===== config.mk =====
export PLATFORM = sky130hd
export DESIGN_NAME = spectrum_bar_peak_hold_renderer
export DESIGN_NICKNAME = d
export VERILOG_FILES = /design/src/hdl/sbph_pkg.sv /design/src/hdl/sbph_peak.sv /design/src/hdl/sbph_pixel.sv /design/src/hdl/spectrum_bar_peak_hold_renderer.sv
export SDC_FILE = /design/constraint.sdc
export NUM_CORES = 1
export LEC_CHECK = 0
export ABC_AREA = 1
export BUFFER_PORTS_ARGS = -buffer_cell sky130_fd_sc_hd__buf_4
export CAP_MARGIN = 0
export CORE_MARGIN = 1
export CORE_UTILIZATION = 56
export DETAILED_ROUTE_END_ITERATION = 12
export PLACE_DENSITY = 0.76
export SETUP_SLACK_MARGIN = 0.15
export SYNTH_ARGS = -nofsm -noshare
export SYNTH_HDL_FRONTEND = slang
export SYNTH_HIERARCHICAL = 1
export SYNTH_SLANG_ARGS = --single-unit
export TNS_END_PERCENT = 5

===== constraint.sdc =====
create_clock -name clk -period 3.2 [get_ports clk]
set_input_delay 0.16 -clock clk [delete_from_list [all_inputs] [get_ports clk]]
set_output_delay 0.16 -clock clk [all_outputs]
set_load 0.01 [all_outputs]

===== src/hdl/sbph_pkg.sv =====
// Shared types and constants of the spectrum bar peak hold renderer.
// No dependencies; imported by every module in hdl/.
package sbph_pkg;

	localparam int COLUMNS = 32;
	localparam int ROWS    = 8;

	localparam int COL_W   = 5;
	localparam int COL_AW  = $clog2(COLUMNS);
	localparam int LVL_W   = 4;
	localparam int ROW_W   = $clog2(ROWS);
	localparam int IDX_W   = 8;
	localparam int CNT_W   = 8;
	localparam int COLOR_W = 24;
	localparam int CH_W    = 8;
	localparam int CFG_W   = 2 * COLOR_W;
	localparam int CFG_AW  = 3;

	localparam int IN_DATA_W  = 16;
	localparam int OUT_DATA_W = 32;

	localparam logic [ROW_W-1:0]   BOTTOM_ROW       = ROW_W'(ROWS - 1);
	localparam logic [LVL_W-1:0]   LEVEL_MAX        = LVL_W'(ROWS);
	localparam logic [CNT_W-1:0]   FALL_TICKS_RESET = CNT_W'(15);
	localparam logic [COLOR_W-1:0] PEAK_COLOR_RESET = 24'h28280A;

	localparam logic [CFG_AW-1:0] CFG_FALL_TICKS  = CFG_AW'(0);
	localparam logic [CFG_AW-1:0] CFG_PEAK_COLOR  = CFG_AW'(1);
	localparam logic [CFG_AW-1:0] CFG_BAR_ROWS_01 = CFG_AW'(2);
	localparam logic [CFG_AW-1:0] CFG_BAR_ROWS_23 = CFG_AW'(3);
	localparam logic [CFG_AW-1:0] CFG_BAR_ROWS_45 = CFG_AW'(4);
	localparam logic [CFG_AW-1:0] CFG_BAR_ROWS_67 = CFG_AW'(5);

	typedef logic [CFG_W-1:0] color_pair_t;
	typedef color_pair_t [ROWS/2-1:0] bar_colors_t;

	typedef struct packed {
		logic [COLOR_W-1:0] peak_color;
		bar_colors_t        bar_colors;
	} disp_cfg_t;

	typedef struct packed {
		logic [COL_W-1:0] column;
		logic [LVL_W-1:0] level;
		logic [ROW_W-1:0] peak;
	} column_item_t;

endpackage


===== src/hdl/sbph_peak.sv =====
// Per-column peak dot state: peak row and fall counter with read-modify-write.
// Depends on sbph_pkg.
module sbph_peak (
	input  logic                        clk,
	input  logic                        arst_n,
	input  logic                        upd,
	input  logic [sbph_pkg::COL_W-1:0]  column,
	input  logic [sbph_pkg::LVL_W-1:0]  level,
	input  logic [sbph_pkg::CNT_W-1:0]  fall_ticks,
	output logic [sbph_pkg::ROW_W-1:0]  peak
);
	import sbph_pkg::*;

	logic [ROW_W-1:0] peak_q [COLUMNS];
	logic [CNT_W-1:0] cnt_q  [COLUMNS];

	logic [COL_AW-1:0] idx;
	logic [ROW_W-1:0]  target;
	logic [ROW_W-1:0]  cur_peak;
	logic [CNT_W-1:0]  cur_cnt;
	logic [CNT_W-1:0]  inc;
	logic              rise;
	logic              expire;
	logic [CNT_W-1:0]  new_cnt;

	assign idx      = column[COL_AW-1:0];
	assign cur_peak = peak_q[idx];
	assign cur_cnt  = cnt_q[idx];
	assign target   = (level >= LVL_W'(BOTTOM_ROW)) ? '0 : BOTTOM_ROW - level[ROW_W-1:0];
	assign inc      = cur_cnt + CNT_W'(1);
	assign rise     = (target <= cur_peak);
	assign expire   = (inc == fall_ticks);

	always_comb begin
		if (rise) begin
			peak    = target;
			new_cnt = '0;
		end else if (expire) begin
			peak    = (cur_peak != BOTTOM_ROW) ? cur_peak + ROW_W'(1) : cur_peak;
			new_cnt = '0;
		end else begin
			peak    = cur_peak;
			new_cnt = inc;
		end
	end

	always_ff @(posedge clk or negedge arst_n) begin
		if (!arst_n) begin
			for (int c = 0; c < COLUMNS; c++) begin
				peak_q[c] <= BOTTOM_ROW;
				cnt_q[c]  <= '0;
			end
		end else if (upd) begin
			peak_q[idx] <= peak;
			cnt_q[idx]  <= new_cnt;
		end
	end

endmodule


===== src/hdl/sbph_pixel.sv =====
// Column expander: holds one column item and emits its pixel writes bottom to top
// through a registered output stage. Depends on sbph_pkg.
module sbph_pixel (
	input  logic                              clk,
	input  logic                              arst_n,
	input  logic                              in_valid,
	output logic                              in_ready,
	input  sbph_pkg::column_item_t            item,
	input  sbph_pkg::disp_cfg_t               cfg,
	output logic                              m_tvalid,
	input  logic                              m_tready,
	output logic [sbph_pkg::OUT_DATA_W-1:0]   m_tdata,   // pixel_index, red, green, blue
	output logic                              m_tlast    // last_pixel
);
	import sbph_pkg::*;

	logic             v_s2;
	column_item_t     item_s2;
	logic [ROW_W-1:0] j_q;

	logic               v_s3;
	logic [IDX_W-1:0]   idx_s3;
	logic [COLOR_W-1:0] color_s3;
	logic               last_s3;

	logic               adv3;
	logic               emit;
	logic               top;
	logic [ROW_W-1:0]   row;
	logic [ROW_W-1:0]   sub;
	logic [IDX_W-1:0]   idx;
	logic [COLOR_W-1:0] color;
	color_pair_t        pair;

	assign adv3     = !v_s3 || m_tready;
	assign emit     = v_s2 && adv3;
	assign top      = (j_q == BOTTOM_ROW);
	assign in_ready = !v_s2 || (emit && top);

	assign row  = BOTTOM_ROW - j_q;
	assign sub  = item_s2.column[0] ? j_q : row;
	assign idx  = IDX_W'({item_s2.column, sub});
	assign pair = cfg.bar_colors[row[ROW_W-1:1]];

	always_comb begin
		if (row == item_s2.peak)
			color = cfg.peak_color;
		else if ({1'b0, j_q} < item_s2.level)
			color = row[0] ? pair[CFG_W-1:COLOR_W] : pair[COLOR_W-1:0];
		else
			color = '0;
	end

	always_ff @(posedge clk or negedge arst_n) begin
		if (!arst_n) begin
			v_s2 <= 1'b0;
			j_q  <= '0;
			v_s3 <= 1'b0;
		end else begin
			if (in_valid && in_ready) begin
				v_s2 <= 1'b1;
				j_q  <= '0;
			end else begin
				if (emit && top)
					v_s2 <= 1'b0;
				if (emit)
					j_q <= j_q + ROW_W'(1);
			end
			if (adv3)
				v_s3 <= v_s2;
		end
	end

	always_ff @(posedge clk) begin
		if (in_valid && in_ready)
			item_s2 <= item;
		if (emit) begin
			idx_s3   <= idx;
			color_s3 <= color;
			last_s3  <= top;
		end
	end

	assign m_tvalid = v_s3;
	assign m_tdata  = {color_s3[CH_W-1:0], color_s3[2*CH_W-1:CH_W],
	                   color_s3[3*CH_W-1:2*CH_W], idx_s3};
	assign m_tlast  = last_s3;

	a_last_on_top: assert property (@(posedge clk) disable iff (!arst_n)
		emit |=> (last_s3 == ($past(j_q) == BOTTOM_ROW)))
		else $error("last pixel flag does not match the top row");

	a_take_at_end: assert property (@(posedge clk) disable iff (!arst_n)
		(v_s2 && in_ready) |-> (emit && top))
		else $error("column taken before its last pixel was emitted");

	a_load_restart: assert property (@(posedge clk) disable iff (!arst_n)
		(in_valid && in_ready) |=> (v_s2 && j_q == '0))
		else $error("new column does not start at the bottom row");

	a_out_hold: assert property (@(posedge clk) disable iff (!arst_n)
		(v_s2 && !adv3) |=> (j_q == $past(j_q)))
		else $error("row counter advanced while the output stalled");

endmodule


===== src/hdl/spectrum_bar_peak_hold_renderer.sv =====
// Top level of the spectrum bar peak hold renderer: stream ports, configuration
// registers, input stage. Depends on sbph_pkg, sbph_peak and sbph_pixel.
//
// Each accepted column request yields eight pixel writes, bottom row first, the
// top row marked by tlast. The output register passes one pixel per cycle while
// m_tready is high; each request passes the input register, the expander and
// the output register, and the next column is taken while the previous one
// is still being written, so back-to-back columns stream without gaps. The peak
// row and fall counter of a column are updated as the column enters the expander,
// so repeated requests for the same column need no spacing. Configuration is to
// be written through cfg_we/cfg_index/cfg_data while idle; the block does not enforce it.
module spectrum_bar_peak_hold_renderer (
	input  logic                              clk,
	input  logic                              arst_n,
	input  logic                              s_tvalid,
	output logic                              s_tready,
	input  logic [sbph_pkg::IN_DATA_W-1:0]    s_tdata,   // column, bar_level, zero fill
	output logic                              m_tvalid,
	input  logic                              m_tready,
	output logic [sbph_pkg::OUT_DATA_W-1:0]   m_tdata,   // pixel_index, red, green, blue
	output logic                              m_tlast,   // last_pixel
	input  logic                              cfg_we,
	input  logic [sbph_pkg::CFG_AW-1:0]       cfg_index,
	input  logic [sbph_pkg::CFG_W-1:0]        cfg_data
);
	import sbph_pkg::*;

	logic [CNT_W-1:0]   fall_ticks_q;
	logic [COLOR_W-1:0] peak_color_q;
	bar_colors_t        bar_colors_q;
	disp_cfg_t          disp_cfg;

	logic             v_s1;
	logic [COL_W-1:0] col_s1;
	logic [LVL_W-1:0] lvl_s1;

	logic             col_ok;
	logic             pix_ready;
	logic             upd;
	logic [LVL_W-1:0] lvl_in;
	logic [ROW_W-1:0] peak;
	column_item_t     item;

	always_ff @(posedge clk or negedge arst_n) begin
		if (!arst_n) begin
			fall_ticks_q <= FALL_TICKS_RESET;
			peak_color_q <= PEAK_COLOR_RESET;
			bar_colors_q <= '0;
		end else if (cfg_we) begin
			case (cfg_index)
				CFG_FALL_TICKS:  fall_ticks_q    <= cfg_data[CNT_W-1:0];
				CFG_PEAK_COLOR:  peak_color_q    <= cfg_data[COLOR_W-1:0];
				CFG_BAR_ROWS_01: bar_colors_q[0] <= cfg_data;
				CFG_BAR_ROWS_23: bar_colors_q[1] <= cfg_data;
				CFG_BAR_ROWS_45: bar_colors_q[2] <= cfg_data;
				CFG_BAR_ROWS_67: bar_colors_q[3] <= cfg_data;
				default: ;
			endcase
		end
	end

	assign disp_cfg.peak_color = peak_color_q;
	assign disp_cfg.bar_colors = bar_colors_q;

	assign lvl_in   = (s_tdata[COL_W+LVL_W-1:COL_W] > LEVEL_MAX) ? LEVEL_MAX :
	                  s_tdata[COL_W+LVL_W-1:COL_W];
	assign col_ok   = ({1'b0, col_s1} < (COL_W+1)'(COLUMNS));
	assign upd      = v_s1 && col_ok && pix_ready;
	assign s_tready = !v_s1 || pix_ready || !col_ok;

	always_ff @(posedge clk or negedge arst_n) begin
		if (!arst_n)
			v_s1 <= 1'b0;
		else if (s_tready)
			v_s1 <= s_tvalid;
	end

	always_ff @(posedge clk) begin
		if (s_tvalid && s_tready) begin
			col_s1 <= s_tdata[COL_W-1:0];
			lvl_s1 <= lvl_in;
		end
	end

	sbph_peak u_peak (
		.clk        (clk),
		.arst_n     (arst_n),
		.upd        (upd),
		.column     (col_s1),
		.level      (lvl_s1),
		.fall_ticks (fall_ticks_q),
		.peak       (peak)
	);

	assign item.column = col_s1;
	assign item.level  = lvl_s1;
	assign item.peak   = peak;

	sbph_pixel u_pixel (
		.clk      (clk),
		.arst_n   (arst_n),
		.in_valid (v_s1 && col_ok),
		.in_ready (pix_ready),
		.item     (item),
		.cfg      (disp_cfg),
		.m_tvalid (m_tvalid),
		.m_tready (m_tready),
		.m_tdata  (m_tdata),
		.m_tlast  (m_tlast)
	);

endmodule

== Word level (Yosys, flattened, before mapping) ==
Cells that the tools add are included.

* Register bits after elaboration: 636
* Bits of input ports: 72
* Output and inout bits: 35
* Logic and storage cells: 152

* $add $sub $neg: 5
* Magnitude comparators: 7
* Equality and inequality tests: 9
* Muxes and demuxes: 28
* Bitwise logic cells: 1
* Reductions and logical operators: 20

{| class="wikitable"
|+ Operators by type and width
! operator !! count
|-
| bitwise mux 256 bit || 1
|-
| binary-select mux 48 bit (select 2 bit) || 1
|-
| bitwise mux 96 bit || 1
|-
| two-way mux 24 bit || 3
|-
| two-way mux 48 bit || 1
|-
| binary-select mux 8 bit (select 5 bit) || 1
|-
| demux 8 bit (select 5 bit) || 1
|-
| two-way mux 8 bit || 5
|-
| two-way mux 3 bit || 10
|-
| binary-select mux 3 bit (select 5 bit) || 1
|-
| demux 3 bit (select 5 bit) || 1
|-
| AND reduction 2 bit || 6
|-
| equality test 3 bit (second input constant) || 3
|-
| adder 8 x 1 -> 8 bit (second input constant) || 1
|-
| equality test 8 bit || 1
|-
| adder 3 x 1 -> 3 bit (second input constant) || 2
|-
| equality test 3 x 2 -> 1 bit (second input constant) || 2
|-
| greater-or-equal comparator 6 bit (second input constant) || 1
|-
| less-than comparator 6 x 1 -> 1 bit (second input constant) || 1
|-
| NOT 5 -> 6 bit || 1
|-
| subtractor 3 bit (first input constant) || 2
|-
| logical AND 1 bit || 5
|-
| greater-or-equal comparator 4 x 3 -> 1 bit (second input constant) || 1
|-
| > comparator 4 bit (second input constant) || 1
|-
| 11 further kinds || 17
|}

== Logic depth before layout (Yosys ltp) ==
Gate-level depths: netlist of the first run.

* Depth after elaboration: 9
* Gate-level depth with buffers: 28
* Mapped depth without buffers: 24

== Cells and area by module ==
Netlist of the first run, hierarchy kept.

{| class="wikitable"
|+ By module, submodules not included
! module !! times used !! cells each !! area an instance (um^2) !! sequential area each (um^2)
|-
| sbph_peak || 1 || 2240 || 17282.8 || 8928.6
|-
| spectrum_bar_peak_hold_renderer || 1 || 1001 || 9029.9 || 5913.2
|-
| sbph_pixel || 1 || 675 || 4246.6 || 1476.4
|}

== Worst setup path before layout of the first run ==
No wires, ideal clock.

* Path type: register to register
* From: register col_s1[1]
* To: register u_peak/peak_q[47] in the netlist's numbering
* Arrival time: 3.347 ns
* Required time: 3.121 ns
* Setup slack: -0.225 ns
* Cell stages (with the launch flop): 20
* Buffers on the path: 4
* Period minus slack after synthesis: 3.425 ns
* Cells stage by stage: edfxtp_1 buf_4 nand2_4 inv_2 buf_4 clkbuf_1 a22oi_1 a21oi_1 or2_2 nor2_1 nand2_1 ha_1 nor2_1 a211oi_1 a31oi_1 inv_1 o21ai_1 clkbuf_1 nand3_1 o21ai_0

* Longest elaborated chain between the ends: 9

{| class="wikitable"
|+ Ends and longest elaborated chain
! what !! line !! text
|-
| from (decl) || spectrum_bar_peak_hold_renderer.sv:34 || <nowiki>logic [COL_W-1:0] col_s1;</nowiki>
|-
| from (signal assigned) || spectrum_bar_peak_hold_renderer.sv:80 || <nowiki>col_s1 <= s_tdata[COL_W-1:0];</nowiki>
|-
| NOT 5 -> 6 bit (not written as such) * || sbph_peak.sv:27, sbph_peak.sv:28, sbph_peak.sv:54 ||
|-
| binary-select mux 8 bit (select 5 bit) / binary-select mux 3 bit (select 5 bit) (equally long branches) || sbph_peak.sv:28, sbph_peak.sv:27 ||
|-
| two-way mux 8 bit (not written as such) / two-way mux 3 bit (equally long branches) (2 in series) || sbph_peak.sv:28, sbph_peak.sv:27 ||
|-
| adder 8 x 1 -> 8 bit (tied with other cells) || sbph_peak.sv:30 || <nowiki>assign inc = cur_cnt + CNT_W'(1);</nowiki>
|-
| equality test 8 bit / two-way mux 3 bit (equally long branches) || sbph_peak.sv:32, sbph_peak.sv:39 ||
|-
| two-way mux 3 bit || sbph_peak.sv:38 || <nowiki>end else if (expire) begin</nowiki>
|-
| two-way mux 3 bit || sbph_peak.sv:35 || <nowiki>if (rise) begin</nowiki>
|-
| bitwise mux 96 bit * || sbph_peak.sv:54 || <nowiki>peak_q[idx] <= peak;</nowiki>
|-
| to (signal, indexed assignment) || sbph_peak.sv:54 ||
|-
| to (decl) || sbph_peak.sv:14 || <nowiki>logic [ROW_W-1:0] peak_q [COLUMNS];</nowiki>
|}

Every way passes the cells marked *; elsewhere a longest branch is shown, timed or not. The select of a mux whose other input is x is not followed.
A chain may end at the register's enable or synchronous reset.

== Worst setup path in the final report of the first run ==
* From: register col_s1[0]
* To: register u_peak/cnt_q[236] in the netlist's numbering

* Longest elaborated chain between the ends: 9

{| class="wikitable"
|+ Ends and longest elaborated chain
! what !! line !! text
|-
| NOT 5 -> 6 bit (not written as such) * || sbph_peak.sv:27, sbph_peak.sv:28, sbph_peak.sv:55 ||
|-
| binary-select mux 8 bit (select 5 bit) || sbph_peak.sv:28 || <nowiki>assign cur_cnt = cnt_q[idx];</nowiki>
|-
| two-way mux 8 bit (not written as such) (2 in series) || sbph_peak.sv:28 ||
|-
| adder 8 x 1 -> 8 bit || sbph_peak.sv:30 ||
|-
| equality test 8 bit || sbph_peak.sv:32 || <nowiki>assign expire = (inc == fall_ticks);</nowiki>
|-
| two-way mux 8 bit || sbph_peak.sv:38 ||
|-
| two-way mux 8 bit || sbph_peak.sv:35 ||
|-
| bitwise mux 256 bit * || sbph_peak.sv:55 || <nowiki>cnt_q[idx] <= new_cnt;</nowiki>
|-
| to (signal, indexed assignment) || sbph_peak.sv:55 ||
|-
| to (decl) || sbph_peak.sv:15 || <nowiki>logic [CNT_W-1:0] cnt_q [COLUMNS];</nowiki>
|}

Marked as above.

==> results.cfg, run 1 <==
[outcome]
status = finished, violations left
violations = setup timing

[drt]
wirelength_um = 94200
drt-initial-drc-count = 3157
dr.pass1.iters = 6
drt-wirelength-per-cell_um = 19.2
avgViaCountPerCell = 5.69
vias = 27896
ant_nets = 0
drc_errors = 0

[setup_path]
worstPathArrival_ps = 3960
crit_buf_inv = 8
r2r_start = col_s1[0]
slowest_stage = edfxtp_1
r2r_setup_slack_ps = -240
crit_top_cell = nand2_1
path_max_fanout = 9
timing.rr.end = u_peak/cnt_q[236]
rr_worst_depth = 27
cp_top_family = simple AND/OR/NAND/NOR gates
slowest_delay_ps = 410
criticalPathCategory = register to register
crit_path_end_kind = register
start_kind = register
required_ps = 3730

[logic_synthesis]
yosys.cell_types.count = 45
ys_ff_latch = 636
synth_top_family_by_area = simple AND/OR/NAND/NOR gates
netlist.top_cell.by_area = dfrtp_1
syn_avg_cell_area_um2 = 7.80
synth.top_cells.by_area = dfrtp_1 39%, nand2_1 24%, dfstp_2 9.1%, edfxtp_1 5.3%, nand3_1 4.9%
syn_nets = 3997
muxShareOfSynthArea_pct = 0
synth_fa_ha_area_share_pct = 0.368
yosys.area_share.simple_pct = 32.0
synth_xor_area_share_pct = 0.254
ys_warn_count = 6
synthCells = 3916
yosys.area.top_type_share_pct = 39.0
yosysSeqAreaShare_pct = 53.4
synth_compound_gate_area_share_pct = 6.90
synth_area_um2 = 30600

[clock_network]
htree_levels = 3
cts_buffers = 69
cts_root_buf = clkbuf_16
worstSkewPairLatency_ps = 630
cts_tree = done
cts.clk_slew.worst_paths_ps = 60
ctsLongestPathBuffers = 3
cts_sinks = 636

[sta]
hold_violations = 0
setup_viol = 350
period_share_pct = 107
skew_ps = 20.4
finalSetupTns_ps = -36660
worst_slack_ps = -237
worst_pin_slew_ps = 834
fmax_ghz = 0.291
whs_ps = 46.7
slew_headroom_pct = 44.3
rsz0062_at_grt = yes
drv_slew = 0
post-route-min-period_ps = 3440

[cells_and_area]
nets = 4227
syn2layout_area_growth_pct = 21.1
final_util_pct = 68.6
drive_gt1_share_pct = 17.7
n_antenna_cell = 0
fin_cells = 4899

[floorplanning]
rows = 85
die_h_um = 236
pin_count = 107
die_w_um = 236
start_util_pct = 56.7
core_um2 = 53900
die_area_um2 = 55500

[placed_design]
dp_cells = 4661
routabilityCongestion = 0.907
io_buffers = 99
dp_hpwl_um = 55100

[flow_run]
drv_cap = 0

[hold_path]
hp-start = cfg_we
holdPathStages = 5
hold_class = input pin to register
worstHoldEndpoint = bar_colors_q[66]

[grt]
grt_usage_pct = 33.7
antenna_found_initial = 0
grt_pass1_wl_um = 147000
grt_max_degree = 83
grt_remaining_overflow = 0
first_global_vias = 26705

[pwr]
power.density_nw_per_um2 = 613
ir_worst_vdd_uv = 456
finalPower_mw = 22.7
p_leak_nw = 18.5
-- logic make-up (layout without fill, tap and decap cells) --
| family | Yosys count | after routing |
|---|---|---|
| DFF | 636 | 636 |
| xor gates and xnor gates | 8 | 8 |
| adders and majority gates | 9 | 9 |
| buffers and inverters | 463 | 750 |
| AOI/OAI and AO/OA | 387 | 387 |
| and+or+nand+nor | 2413 | 2413 |
-- registers in the layout, summed over array words and instances, names as in the netlist --
| signal | flops |
|---|---|
| bar_colors_q | 192 |
| u_pixel/m_tlast | 1 |
| u_pixel/m_tvalid | 1 |
| col_s1 | 5 |
| u_pixel/j_q | 3 |
| u_pixel/color_s3 | 24 |
| u_pixel/idx_s3 | 8 |
| u_peak/peak_q | 96 |
| fall_ticks_q | 8 |
| u_peak/cnt_q | 256 |
| lvl_s1 | 4 |
| v_s1 | 1 |
| u_pixel/item_s2 | 7 |
| u_pixel/v_s2 | 1 |
| u_pixel/idx | 5 |
| peak_color_q | 24 |
-- worst max-delay path by stage --
| stage | from | end | cells past startpoint |
|---|---|---|---|
| after CTS | col_s1[0] | u_peak/cnt_q[148] | 29 |
| after detailed placement | col_s1[0] | u_peak/cnt_q[196] | 25 |
| after floorplan | col_s1[1] | u_pixel/item_s2[2] | 18 |
| after global routing | col_s1[0] | u_peak/cnt_q[236] | 26 |
| final | col_s1[0] | u_peak/cnt_q[236] | 27 |
| after global placement | col_s1[1] | u_peak/cnt_q[4] | 22 |
-- repair_timing --
action | in CTS | in global routing
hold endpoints to repair | 305 | 0
setup endpoints to repair | 355 | 355
hold buffers | 65 | 0
gates cloned | 8 | 6
resized for setup | 96 | 119
buffers inserted | 23 | 8
pin swaps | 19 | 35
-- layout by cell type, fill, tap and decap left out, drive strengths merged --
master / count
o22ai: 16
dlygate4sd3: 65
buf: 310
dfrtp: 476
clkinvlp: 1
o21bai: 3
edfxtp: 54
nor3: 9
clkinv: 24
dfstp: 106
nand2: 1950
a21boi: 2
a21oi: 18
a31oi: 1
bufinv: 6
ha: 9
o22a: 8
nand4: 26
xor2: 3
and2: 1
xnor2: 5
nand3b: 3
a211oi: 1
nand3: 309
a22oi: 32
o21ai: 306
or2: 7
nor2: 108
inv: 241
clkbuf: 103
-- cells in the mapped netlist (all sizes together) --
| cell | number |
|---|---|
| nand2 | 1950 |
| dfrtp | 476 |
| nand3 | 309 |
| o21ai | 306 |
| inv | 242 |
| buf | 185 |
| nor2 | 108 |
| dfstp | 106 |
| edfxtp | 54 |
| clkbuf | 36 |
| a22oi | 32 |
| nand4 | 26 |
| a21oi | 18 |
| o22ai | 16 |
| ha | 9 |
| nor3 | 9 |
| o22a | 8 |
| or2 | 7 |
| xnor2 | 5 |
| nand3b | 3 |
| o21bai | 3 |
| xor2 | 3 |
| a21boi | 2 |
| a211oi | 1 |
| a31oi | 1 |
| and2 | 1 |
-- power by group --
group	internal [mW]	leakage (nW)	total (mW)	switching [mW]
logic	1.70	9.43	5.01	3.32
registers	9.12	7.94	9.54	0.419
clock network	4.80	1.14	8.15	3.35
-- per-stage QoR --
| step | setup slack [ps] | area (µm²) |
|---|---|---|
| after floorplan | 161 | 30600 |
| after global placement | -220 | 32700 |
| after detailed placement | -268 | 32700 |
| after CTS | -95.9 | 36400 |
| after global routing | -379 | 37000 |
| final | -237 | 37000 |
-- worst register-to-register path: cells and delay by family (launching register included) --
family                 cells  cell delay (ps)
DFF                        1              410
AOI/OAI and AO/OA          1              150
buffers and inverters      8             1130
and+or+nand+nor           18             1670
-- area by class of cell --
| class | instances | area [µm²] |
|---|---|---|
| Clock buffer | 98 | 1970 |
| Clock inverter | 30 | 327 |
| Fill cell | 4187 | 16900 |
| Inverter | 242 | 946 |
| Multi-Input combinational cell | 2817 | 12700 |
| Sequential cell | 636 | 16300 |
| Tap cell | 696 | 871 |
| Timing Repair Buffer | 380 | 3870 |
-- per-layer routing --
metal | GRT usage (%) | vias up | part of all wire (%) | wire length, µm
met4 | 19.4 | 0 | 5.9 | 5550
met1 | 43.5 | 13202 | 38 | 36100
li1 | - | 12822 | - | -
met2 | 54.2 | 1531 | 47 | 44200
met3 | 5.27 | 341 | 8.9 | 8370
met5 | 0 | - | 0 | 0
No activity file was read; power rests on OpenSTA's default activity.
==> run 2: changes to the inputs <==
==> constraint.sdc (replaced) <==
create_clock -name clk -period 3.2 [get_ports clk]
set_input_delay 0.32 -clock clk [delete_from_list [all_inputs] [get_ports clk]]
set_output_delay 0.32 -clock clk [all_outputs]
set_load 0.01 [all_outputs]
==> run 2 against run 1 <==
Effect of this change:
- the run still ends with setup timing left
- global-route usage down 1.3 points
- die area unchanged
- first-iteration DRC count down 21%
- critical endpoint is now u_peak/cnt_q[109]
==> results.cfg, run 2 (same netlist as run 1, synthesis figures left out) <==
[setup_path]
crit_buf_inv = 6
required_ps = 3720
path_max_fanout = 7
crit_path_end_kind = register
criticalPathCategory = register to register
cp_top_family = simple AND/OR/NAND/NOR gates
worstPathCellList = buf_12, nor2_4, a22oi_1, a21oi_1, or2_2, nor3_2, buf_4, nand2_1, inv_2, ha_4, nand2_1, nor2_2, a211oi_2, a31oi_2, buf_6, nand2_8, inv_8, nand3_4, buf_6, o21ai_1
slowest_delay_ps = 410
worstPathArrival_ps = 3930
slowest_stage = edfxtp_1
start_kind = register

[floorplanning]
core_um2 = 53900
die_h_um = 236
die_area_um2 = 55500
die_w_um = 236
pin_count = 107
rows = 85
start_util_pct = 56.7

[grt]
use_met2_pct = 52.4
use_met3_pct = 5.45
grt_usage_pct = 32.3
grt_max_degree = 106
first_global_vias = 26204
antenna_found_initial = 0
grt_pass1_wl_um = 142000
met1_usage_pct = 42.2
gr-max-usage-layer = met2
grt_remaining_overflow = 0

[clock_network]
htree_levels = 3
cts_root_buf = clkbuf_16
worstSkewPairLatency_ps = 610
cts_buffers = 69
ctsLongestPathBuffers = 3
cts.clk_slew.worst_paths_ps = 60
cts_tree = done
cts_sinks = 636

[cells_and_area]
mostFrequentLayoutCell = nand2_1
final_util_pct = 67.8
syn2layout_area_growth_pct = 19.6
largest_reg_flops = 256
drive_gt1_share_pct = 16.2
n_antenna_cell = 0
mostFrequentLayoutCells = 1906 x nand2_1, 474 x dfrtp_1, 294 x nand3_1
fillerInstances = 4243
top_register = u_peak/cnt_q
nets = 4222
reg_top3 = u_peak/cnt_q x256, bar_colors_q x192, u_peak/peak_q x96

[pwr]
p_leak_nw = 18.3
pwr-share-seq_pct = 42.2
power.density_nw_per_um2 = 617
finalPower_mw = 22.6
comb_power_share_pct = 21.7
p_sw_mw = 6.93
intPower_mw = 15.6
switching_share_pct = 30.7
clockPowerShare_pct = 36.1
ir_worst_vdd_uv = 466

[flow_run]
drv_cap = 0

[sta]
fmax_ghz = 0.293
finalSetupTns_ps = -38410
drv_slew = 0
post-route-min-period_ps = 3410
worst_slack_ps = -212
rsz0062_at_grt = yes
slew_headroom_pct = 31.1
setup_viol = 350
hold_violations = 0
worst_pin_slew_ps = 1030
period_share_pct = 107
skew_ps = 15.2

[drt]
ant_nets = 0
vias = 27320
drt-wirelength-per-cell_um = 18.4
avgViaCountPerCell = 5.59
wirelength_um = 89800
drc_errors = 0
drt-initial-drc-count = 2506
dr.pass1.iters = 5

[placed_design]
pre_cts_slack_ps = -316
dp_hpwl_um = 54300
io_buffers = 99
routabilityCongestion = 0.894

[outcome]
status = finished, violations left
violations = setup timing

[hold_path]
hold_class = input pin to register
-- run 2: cell types whose count changed in the layout (fill, tap and decap cells not counted), sizes merged --
cell         before  now
clkbuf          103  108
clkinv           24   16
bufbuf            0    2
nand3           309  310
dlygate4sd3      65   56
inv             241  240
buf             310  311
clkinvlp          1    2
-- run 2: area by class of cell --
type	count	area, µm²	area share, %
sequential	636	16300	44.7
timing repair buffer	373	3620	9.90
multi-input combinational	2818	12500	34.2
clock buffer	104	2030	5.56
inverter	242	941	2.57
tap	696	871	2.38
clock inverter	21	251	0.688
timing repair inverter	1	7.51	0.0205
-- run 2: stage by stage --
step | cells | hold slack [ps] | cell area (µm²)
after CTS | 4882 | 3.14 | 36300
final | 4891 | 29.2 | 36600
after floorplan | 3916 | 24.4 | 30600
after global routing | 4891 | 19.1 | 36600
after global placement | 4675 | 405 | 32900
after detailed placement | 4675 | 405 | 32900
-- run 2: worst min-delay path, stage by stage --
cell	delay, ps
buf_4	150
nand2_1	70
nand2_1	50
-- run 2: path summary, 6_finish.rpt --
kind / cells after the start / to / startpoint / slack (ps)
setup / recovery: 20 / u_peak/cnt_q[109] / col_s1[1] / -210
hold / removal: 3 / bar_colors_q[146] / cfg_data[2] / 30
setup reg to reg: 20 / u_peak/cnt_q[109] / col_s1[1] / -210
hold reg to reg: 0 / u_pixel/idx_s3[5] / u_pixel/idx[5] / 420
max in group asynchronous: 3 / u_peak/cnt_q[110] / arst_n / 1820
min in group asynchronous: 2 / bar_colors_q[81] / arst_n / 320
-- run 2: power by group through the flow --
stage	combinational, mW	sequential [mW]	clock [mW]
after global routing	5.29	9.61	8.53
after detailed placement	4.59	9.64	0
final	4.89	9.52	8.15
after floorplan	2.90	9.62	0
after global placement	4.50	9.62	0
after CTS	4.75	9.51	8.22
-- run 2: timing repair --
| item | in CTS | in global routing |
|---|---|---|
| endpoints found under the setup margin | 355 | 355 |
| hold endpoints to repair | 283 | 0 |
| hold buffers | 56 | 0 |
| gates resized for setup | 88 | 36 |
| setup buffers | 23 | 5 |
| pin swaps | 31 | 4 |
| cloned | 3 | 4 |
-- run 2: metal layers --
metal	up-vias	part of all wire, %
met1	12970	40
li1	12805	-
met4	0	5.2
met2	1280	47
met5	-	0
met3	265	7.9
